File: src/hw/rtl/rhc_pkg.sv
// shared types and constants for the rgb to hsv converter
package rhc_pkg;

  localparam int ChanW = 8;
  localparam int HueW = 15;
  localparam int SatW = 16;
  localparam int QuoW = 16;
  localparam int DivW = ChanW + QuoW;
  localparam int StepsPerStage = 2;
  localparam int DivStages = QuoW / StepsPerStage;
  localparam int HuePerSector = 3840;

  // one long division: remainder in the upper bits, quotient shifts in below
  typedef struct packed {
    logic [DivW-1:0]  acc;
    logic [ChanW-1:0] den;
  } div_lane_t;

  typedef struct packed {
    div_lane_t        sat;
    div_lane_t        hue;
    logic [ChanW-1:0] value_level;
    logic             achromatic;
  } div_item_t;

endpackage

File: src/hw/rtl/rhc_front.sv
// max/min, hue sector and dividend setup, two register stages
module rhc_front import rhc_pkg::*; (
  input  logic             clk,
  input  logic             rst,
  input  logic             in_valid,
  output logic             in_ready,
  input  logic [ChanW-1:0] red,
  input  logic [ChanW-1:0] green,
  input  logic [ChanW-1:0] blue,
  output logic             out_valid,
  input  logic             out_ready,
  output div_item_t        out_item
);

  localparam int SumW = ChanW + 4;
  localparam int HueSumW = SumW - 1;

  typedef enum logic [1:0] {
    SEC_RED   = 2'd0,
    SEC_GREEN = 2'd1,
    SEC_BLUE  = 2'd2
  } sector_t;

  logic                    a_valid;
  logic [ChanW-1:0]        a_value;
  logic [ChanW-1:0]        a_delta;
  logic                    a_achro;
  sector_t                 a_sector;
  logic signed [ChanW:0]   a_diff;
  logic                    a_ready;
  logic                    b_ready;

  sector_t                 sector_c;
  logic [ChanW-1:0]        max_c;
  logic [ChanW-1:0]        min_c;
  logic signed [ChanW:0]   diff_c;

  logic [SumW-1:0]         base_c;
  logic [SumW-1:0]         sum_c;
  logic [SumW-1:0]         six_d_c;
  logic [SumW-1:0]         wrap_c;
  logic [HueSumW-1:0]      pos_c;
  div_item_t               item_c;

  assign b_ready = !out_valid || out_ready;
  assign a_ready = !a_valid || b_ready;
  assign in_ready = a_ready;

  always_comb begin
    if (red >= green && red >= blue) begin
      sector_c = SEC_RED;
    end else if (green >= blue) begin
      sector_c = SEC_GREEN;
    end else begin
      sector_c = SEC_BLUE;
    end
    min_c = (red < green) ? red : green;
    min_c = (blue < min_c) ? blue : min_c;
    case (sector_c)
      SEC_RED: begin
        max_c  = red;
        diff_c = $signed({1'b0, green}) - $signed({1'b0, blue});
      end
      SEC_GREEN: begin
        max_c  = green;
        diff_c = $signed({1'b0, blue}) - $signed({1'b0, red});
      end
      default: begin
        max_c  = blue;
        diff_c = $signed({1'b0, red}) - $signed({1'b0, green});
      end
    endcase
  end

  always_ff @(posedge clk) begin
    if (rst) begin
      a_valid <= 1'b0;
    end else if (a_ready) begin
      a_valid <= in_valid;
    end
    if (a_ready && in_valid) begin
      a_value  <= max_c;
      a_delta  <= max_c - min_c;
      a_achro  <= (max_c == min_c);
      a_sector <= sector_c;
      a_diff   <= diff_c;
    end
  end

  // hue numerator in sector units, wrapped to a full turn of six sectors
  always_comb begin
    case (a_sector)
      SEC_RED:   base_c = '0;
      SEC_GREEN: base_c = SumW'({a_delta, 1'b0});
      default:   base_c = SumW'({a_delta, 2'b0});
    endcase
    six_d_c = SumW'({a_delta, 2'b0}) + SumW'({a_delta, 1'b0});
    sum_c   = base_c + {{(SumW-ChanW-1){a_diff[ChanW]}}, a_diff};
    wrap_c  = sum_c[SumW-1] ? sum_c + six_d_c : sum_c;
    pos_c   = wrap_c[HueSumW-1:0];

    item_c.hue.acc = DivW'(pos_c) * DivW'(HuePerSector) + DivW'(a_delta >> 1);
    item_c.hue.den = a_delta;
    item_c.sat.acc = {a_delta, QuoW'(0)} - DivW'(a_delta);
    item_c.sat.den = a_value;
    item_c.value_level = a_value;
    item_c.achromatic  = a_achro;
  end

  always_ff @(posedge clk) begin
    if (rst) begin
      out_valid <= 1'b0;
    end else if (b_ready) begin
      out_valid <= a_valid;
    end
    if (b_ready && a_valid) begin
      out_item <= item_c;
    end
  end

endmodule

File: src/hw/rtl/rhc_div_stage.sv
// one divider stage: StepsPerStage restoring steps on the hue and saturation lanes
module rhc_div_stage import rhc_pkg::*; (
  input  logic      clk,
  input  logic      rst,
  input  logic      in_valid,
  output logic      in_ready,
  input  div_item_t in_item,
  output logic      out_valid,
  input  logic      out_ready,
  output div_item_t out_item
);

  function automatic div_lane_t div_step(div_lane_t lane);
    logic [ChanW:0] part;
    logic [ChanW:0] rest;
    div_lane_t      res;
    part = lane.acc[DivW-1 -: ChanW+1];
    rest = part - {1'b0, lane.den};
    res.den = lane.den;
    if (part >= {1'b0, lane.den}) begin
      res.acc = {rest[ChanW-1:0], lane.acc[DivW-ChanW-2:0], 1'b1};
    end else begin
      res.acc = {part[ChanW-1:0], lane.acc[DivW-ChanW-2:0], 1'b0};
    end
    return res;
  endfunction

  div_item_t item_c;

  always_comb begin
    item_c = in_item;
    for (int i = 0; i < StepsPerStage; i++) begin
      item_c.sat = div_step(item_c.sat);
      item_c.hue = div_step(item_c.hue);
    end
  end

  assign in_ready = !out_valid || out_ready;

  always_ff @(posedge clk) begin
    if (rst) begin
      out_valid <= 1'b0;
    end else if (in_ready) begin
      out_valid <= in_valid;
    end
    if (in_ready && in_valid) begin
      out_item <= item_c;
    end
  end

endmodule

File: src/hw/rtl/rgb_to_hsv_converter.sv
// rgb to hsv converter top level: front stages, divider pipeline, output register
//
//   channel | signals                                   | request
//   pixel   | pixel_valid pixel_ready red green blue    | one rgb pixel
//   hsv     | hsv_valid hsv_ready hue saturation        | one hsv result
//           | value_level achromatic                    |
//
// one pixel per clock sustained while hsv_ready stays high
// pipeline: the divider gives 16 quotient bits, two per stage, 8 stages,
// plus two front stages and the output register
// reset clears every stage valid bit; no payload is reset
// each stage holds while its successor is full and stalled, bubbles collapse
module rgb_to_hsv_converter import rhc_pkg::*; (
  input  logic             clk,
  input  logic             rst,
  input  logic             pixel_valid,
  output logic             pixel_ready,
  input  logic [ChanW-1:0] red,
  input  logic [ChanW-1:0] green,
  input  logic [ChanW-1:0] blue,
  output logic             hsv_valid,
  input  logic             hsv_ready,
  output logic [HueW-1:0]  hue,
  output logic [SatW-1:0]  saturation,
  output logic [ChanW-1:0] value_level,
  output logic             achromatic
);

  div_item_t item  [0:DivStages];
  logic      valid [0:DivStages];
  logic      ready [0:DivStages];
  div_item_t last;

  rhc_front u_front (
    .clk       (clk),
    .rst       (rst),
    .in_valid  (pixel_valid),
    .in_ready  (pixel_ready),
    .red       (red),
    .green     (green),
    .blue      (blue),
    .out_valid (valid[0]),
    .out_ready (ready[0]),
    .out_item  (item[0])
  );

  for (genvar s = 0; s < DivStages; s++) begin : g_div
    rhc_div_stage u_stage (
      .clk       (clk),
      .rst       (rst),
      .in_valid  (valid[s]),
      .in_ready  (ready[s]),
      .in_item   (item[s]),
      .out_valid (valid[s+1]),
      .out_ready (ready[s+1]),
      .out_item  (item[s+1])
    );
  end

  assign last = item[DivStages];
  assign ready[DivStages] = !hsv_valid || hsv_ready;

  always_ff @(posedge clk) begin
    if (rst) begin
      hsv_valid <= 1'b0;
    end else if (ready[DivStages]) begin
      hsv_valid <= valid[DivStages];
    end
    if (ready[DivStages] && valid[DivStages]) begin
      value_level <= last.value_level;
      achromatic  <= last.achromatic;
      hue         <= last.achromatic ? '0 : last.hue.acc[HueW-1:0];
      saturation  <= last.achromatic ? '0 : last.sat.acc[SatW-1:0];
    end
  end

endmodule

File: config.mk
export PLATFORM = sky130hd
export DESIGN_NAME = rgb_to_hsv_converter
export DESIGN_NICKNAME = d
export VERILOG_FILES = /design/src/hw/rtl/rhc_pkg.sv /design/src/hw/rtl/rhc_front.sv /design/src/hw/rtl/rhc_div_stage.sv /design/src/hw/rtl/rgb_to_hsv_converter.sv
export SDC_FILE = /design/constraint.sdc
export NUM_CORES = 1
export LEC_CHECK = 0
export BUFFER_PORTS_ARGS = -buffer_cell sky130_fd_sc_hd__buf_4
export CAP_MARGIN = 15
export CORE_MARGIN = 1.5
export CORE_UTILIZATION = 31
export CTS_CLUSTER_SIZE = 24
export DETAILED_ROUTE_END_ITERATION = 7
export GPL_TIMING_DRIVEN = 0
export SLEW_MARGIN = 20
export SYNTH_ARGS = -nofsm -noshare
export SYNTH_HDL_FRONTEND = slang
export SYNTH_SLANG_ARGS = --single-unit
File: constraint.sdc
create_clock -name clk -period 6.7 [get_ports clk]
set_input_delay 1.34 -clock clk [delete_from_list [all_inputs] [get_ports clk]]
set_output_delay 1.34 -clock clk [all_outputs]
set_load 0.005 [all_outputs]
==> flow_summary.ini, run 1 <==
[run_status]
outcome = completed

[sta]
slew_viol_final = 0
max_freq_mhz = 158
hold_slack_ns = 0.400
worstMarginPinSlew_ns = 0.773
setup_ws_ns = 0.376
min_period_ns = 6.32
finalSetupViolCount = 0
slew_headroom = 0.485
min_period_over_period = 0.944
finalHoldViolations = 0
skew_ns = 0.0296

[grt]
grt_pass1_wl_um = 107000
overflow = 0
antenna_found_initial = 0
grt_pass1_vias = 21900
grt_usage = 0.115
grt_max_degree = 30

[drt]
first_pass_iters = 5
drt_wl_total_um = 65500
avgViaCountPerCell = 4.69
drc = 0
routedWlPerCell_um = 14.2
drtIter0Drc = 946
postRouteAntennaNets = 0
num_vias = 21600

[place]
place_area_um2 = 37500
place_congestion = 0.876
hpwl_um = 51500
portBuffers = 69
pre_cts_ws_ns = 0.00911

[die]
io_pins = 70
core_area_um2 = 111000
die_width_um = 336
die_y_um = 336
core.rowCount = 122
die-area_um2 = 113000
start_util = 0.312

[run]
drv_cap = 0

[setup_path]
max_stage_delay_ns = 0.54
crit_fanout = 5
crit_start = u_front.a_sector[1]$_DFFE_PP_
start_kind = register
crit_top_cell = inv_1
crit_path_top_delay_cell = fa_1
reg2reg_from = u_front.a_sector[1]$_DFFE_PP_
critPathKind = reg -> reg
crit_path_end = u_front.out_item[38]$_DFFE_PP_
reg2reg_depth = 31
timing.critical_path.to_type = register
cp.arrival_ns = 6.70
rrSetupSlack_ns = 0.38
r2r_end = u_front.out_item[38]$_DFFE_PP_
cp_data_required_time_ns = 7.08

[clock_network]
h-tree-depth = 2
cts_made_buffers = 60
cts_tree = yes
cts.sinks = 569
clock_latency_ns = 0.63
clk_path_buf_depth = 3
clk_pin_slew_worst_paths_ns = 0.06
cts_hold_buf = 0
root_buffer = clkbuf_16

[synthesis]
synth_ff_type = edfxtp_1
yosysSeqAreaShare = 0.493
synth_area_leader_cell = edfxtp_1
syn-cell-area_um2 = 34500
synth-seq-cells = 569
synth_edf_count = 558
syn_area_per_cell_um2 = 11.8
synth_nets = 3339
synthArstFlopShare = 0
synthTopCellsByArea = edfxtp_1 (49%), ha_1 (12%), mux2_2 (5.8%), xnor2_1 (3.7%), inv_1 (3.4%)
synthCells = 2915
synth.top_cell.area_share = 0.486
ys_types = 73
yosysWarnings = 0

[min_path]
hold_class = reg -> reg

[cells_and_area]
diodes = 0
fin_area_um2 = 39700
final_util = 0.359
area_growth_pct = 15.2
nets = 3496
drive_above_1_share = 0.139
-- worst max-delay path, delay by kind of cell (launching register included) --
family / cells / cell delay [ns]
compound gates: 8 / 1.10
xor+xnor: 3 / 0.51
fa+ha+maj: 7 / 2.56
buf+inv: 6 / 0.37
flops: 1 / 0.46
mux: 1 / 0.21
simple gates: 6 / 0.89
-- metal layers --
layer / vias up / routed length, um / part of all wire / GRT usage
met5: - / 0 / 0 / 0
met4: 0 / 1890 / 0.029 / 0.0383
met3: 126 / 2020 / 0.031 / 0.0152
met2: 268 / 33600 / 0.51 / 0.215
met1: 10300 / 27900 / 0.43 / 0.134
li1: 10900 / - / - / -
-- cell usage in the layout, fill, tap and decap left out, types with 9 or more instances in the layout --
| cell type | instances |
|---|---|
| a211o_1 | 15 |
| a211oi_1 | 13 |
| a21o_1 | 61 |
| a21oi_1 | 191 |
| and3_1 | 9 |
| buf_16 | 13 |
| buf_2 | 9 |
| buf_4 | 75 |
| clkbuf_1 | 34 |
| clkbuf_16 | 66 |
| clkinv_2 | 13 |
| dfxtp_1 | 11 |
| edfxtp_1 | 558 |
| fa_1 | 58 |
| ha_1 | 338 |
| inv_1 | 315 |
| mux2_2 | 176 |
| mux2i_1 | 35 |
| nand2_1 | 79 |
| nand2b_1 | 38 |
| nand3_1 | 26 |
| nand4_1 | 51 |
| nor2_1 | 216 |
| nor2b_1 | 97 |
| nor3_1 | 27 |
| o21a_1 | 34 |
| o21ai_0 | 160 |
| o21bai_1 | 31 |
| o221ai_1 | 15 |
| or3_1 | 11 |
| xnor2_1 | 144 |
| xor2_1 | 52 |
-- what timing repair did --
action	in CTS	in global routing
buffers inserted	0	5
pin swaps	0	2
endpoints found under the setup margin	1	4
hold endpoints to repair	0	0
resized for setup	1	10
-- registers in the layout (all words and copies together) (netlist names) --
name                     count
u_front.a_valid              1
hue                         15
u_front.a_value              8
u_front.a_delta              8
u_front.a_diff               9
value_level                  8
u_front.out_item            54
u_front.a_achro              1
u_front.out_valid            1
u_front.a_sector             2
achromatic                   1
hsv_valid                    1
saturation                  16
g_div.u_stage.out_valid      8
g_div.u_stage.out_item     436
-- area by class of cell --
type                            count  area (um2)
Clock buffer                       70        1670
Fill cell                       10800       70800
Buffer                             40         165
Tap cell                         1488        1860
Sequential cell                   569       17000
Inverter                          317        1190
Clock inverter                     43         493
Timing Repair Buffer               95        1070
Multi-Input combinational cell   1989       16300
-- synthesized netlist by cell type, types with 26 or more instances --
master and instances:
o21a_1 34, edfxtp_1 558, nor3_1 28, inv_1 316, mux2_2 176, nor2b_1 104, nor2_1 216, nand2_1 79
clkbuf_1 30, a21o_1 61, nand3_1 26, xor2_1 52, fa_1 58, a21oi_1 192, nand4_1 51, mux2i_1 36
o21ai_0 161, nand2b_1 38, ha_1 338, xnor2_1 144, o21bai_1 31
-- kinds of logic (layout without fill, tap and decap cells) --
| kind of cell | after synthesis | in the layout | synth area share |
|---|---|---|---|
| and+or+nand+nor | 594 | 594 | 0.0858 |
| AOI/OAI and AO/OA | 587 | 587 | 0.106 |
| DFF | 569 | 569 | 0.493 |
| adders and majority gates | 396 | 396 | 0.156 |
| buffers and inverters | 357 | 565 | 0.0393 |
| muxes | 215 | 215 | 0.0694 |
| xor gates and xnor gates | 197 | 197 | 0.0503 |
-- per-stage QoR --
stage,instances,TNS (ns)
2_1_floorplan,2915,0
3_3_place_gp,4472,-372.11
3_5_place_dp,4493,0
4_1_cts,4606,0
5_1_grt,4611,-0.00918
6_report,4611,0
-- worst min path at each step --
stage                                            startpoint                                      end  slack (ns)  cells after the start
floorplan                     u_front.out_item[0]$_DFFE_PP_   g_div[0].u_stage.out_item[0]$_DFFE_PP_        0.40                      0
global placement               u_front.a_value[1]$_DFFE_PP_           u_front.out_item[42]$_DFFE_PP_        0.40                      0
detailed placement           u_front.out_item[26]$_DFFE_PP_  g_div[0].u_stage.out_item[28]$_DFFE_PP_        0.40                      0
CTS                 g_div[3].u_stage.out_item[52]$_DFFE_PP_  g_div[4].u_stage.out_item[54]$_DFFE_PP_        0.38                      0
global route        g_div[1].u_stage.out_item[55]$_DFFE_PP_  g_div[2].u_stage.out_item[57]$_DFFE_PP_        0.41                      0
finish              g_div[1].u_stage.out_item[55]$_DFFE_PP_  g_div[2].u_stage.out_item[57]$_DFFE_PP_        0.40                      0
Power of run 1 is not shown: default switching activity piles up to over one toggle a cycle in this logic, so the estimate is an artifact.
==> run 2, diff against run 1 <==
- REMOVE_ABC_BUFFERS: default -> 1
==> run 2 against run 1 <==
Net effect: maximum frequency increased by 0.30%; critical endpoint unchanged; hold slack improved by 0.0099 ns; setup slack gained 0.019 ns; final area down 0.35%; non-clock buffer count decreased by 36; clock skew shrank 0.0063 ns; routed wire length decreased by 1.8%; final cell count fell by 0.67%; via count down 1.9%; die area did not move; global-route usage barely moved; critical path type unchanged.
==> flow_summary.ini, run 2 (same netlist as run 1, synthesis figures left out) <==
[setup_path]
crit_top_cell = inv_1
crit_buf_inv = 6
cp.arrival_ns = 6.66
timing.critical_path.to_type = register
start_kind = register
critPathKind = reg -> reg
crit_path_top_delay_cell = fa_1
max_stage_delay_ns = 0.53
cp_data_required_time_ns = 7.05
crit_fanout = 5
worst_path_dominant_cell_family = adder cells

[clock_network]
clock_latency_ns = 0.60
cts.sinks = 569
root_buffer = clkbuf_16
h-tree-depth = 3
clk_pin_slew_worst_paths_ns = 0.06
cts_hold_buf = 0
cts_made_buffers = 66
cts_tree = yes
clk_path_buf_depth = 3

[place]
place_area_um2 = 37300
portBuffers = 69
pre_cts_ws_ns = -0.183
place_congestion = 0.844
hpwl_um = 50100

[cells_and_area]
diodes = 0
regMostFlops = g_div.u_stage.out_item
largestRegisters = g_div.u_stage.out_item: 436 flops, u_front.out_item: 54 flops, saturation: 16 flops
fill_cells = 10900
final_cell_mix = edfxtp_1 (558), ha_1 (338), inv_1 (315)
layout_commonest_cell = edfxtp_1
drive_above_1_share = 0.135
fin_area_um2 = 39600
regArea_um2 = 17000
area_growth_pct = 14.8
largest_reg_flops = 436
final_util = 0.358
multi_input_area_um2 = 16300
nets = 3466

[grt]
grt_pass1_wl_um = 107000
grt_max_degree = 32
antenna_found_initial = 0
grt_pass1_vias = 21800
grt_usage = 0.115
overflow = 0

[sta]
worstMarginPinSlew_ns = 1.02
setup_ws_ns = 0.394
finalSetupViolCount = 0
finalHoldViolations = 0
min_period_ns = 6.31
slew_viol_final = 0
slew_headroom = 0.321
skew_ns = 0.0233
min_period_over_period = 0.941
fin_setup_tns_ns = 0
max_freq_mhz = 159

[drt]
drtIter0Drc = 850
num_vias = 21200
postRouteAntennaNets = 0
drt_wl_total_um = 64300
routedWlPerCell_um = 14.0
first_pass_iters = 5
avgViaCountPerCell = 4.63
drc = 0

[die]
die-area_um2 = 113000
core_area_um2 = 111000
die_y_um = 336
start_util = 0.312
io_pins = 70
die_width_um = 336
core.rowCount = 122

[run]
drv_cap = 0

[run_status]
outcome = completed

[min_path]
hold_class = reg -> reg
[run 2: changes by cell type in the layout (fill, tap and decap cells not counted), moves of 2 or more]
cell | previous run | this run
bufinv_16 | 8 | 4
clkinv_4 | 7 | 3
clkbuf_1 | 34 | 9
clkinv_1 | 6 | 14
inv_6 | 1 | 4
clkinv_2 | 13 | 6
buf_2 | 9 | 0
nor2b_2 | 2 | 0
[run 2: final cells by class]
cell class / instances / area share
tap: 1488 / 0.0471
multi-input combinational: 1989 / 0.412
clock buffer: 75 / 0.0426
timing repair buffer: 99 / 0.0284
clock inverter: 43 / 0.0108
sequential: 569 / 0.429
inverter: 317 / 0.0301
[run 2: what timing repair did]
item,CTS,global route
cloned,0,0
gates resized for setup,2,9
endpoints found under the setup margin,2,5
pin swaps,0,3
buffers inserted,2,5
[run 2: per-layer routing]
metal	wire length [um]	track usage	part of all wire	up-vias
met1	29100	0.141	0.45	10000
li1	-	-	-	10800
met5	0	0	0	-
met4	1570	0.0337	0.024	0
met3	1890	0.0178	0.029	91
met2	31800	0.208	0.49	268
[run 2: final timing paths]
check / from / endpoint / slack (ns) / cells past startpoint
min reg2reg: g_div[4].u_stage.out_item[25]$_DFFE_PP_ / g_div[5].u_stage.out_item[27]$_DFFE_PP_ / 0.41 / 0
max: u_front.a_sector[0]$_DFFE_PP_ / u_front.out_item[38]$_DFFE_PP_ / 0.39 / 31
min: g_div[4].u_stage.out_item[25]$_DFFE_PP_ / g_div[5].u_stage.out_item[27]$_DFFE_PP_ / 0.41 / 0
max reg2reg: u_front.a_sector[0]$_DFFE_PP_ / u_front.out_item[38]$_DFFE_PP_ / 0.39 / 31
[run 2: metrics by stage]
step	instances	hold slack, ns
4_1_cts	4574	0.411
3_3_place_gp	4432	0.400
2_1_floorplan	2875	0.400
5_1_grt	4580	0.417
6_report	4580	0.410
3_5_place_dp	4454	0.405
Power of run 2 is left out for the same reason.
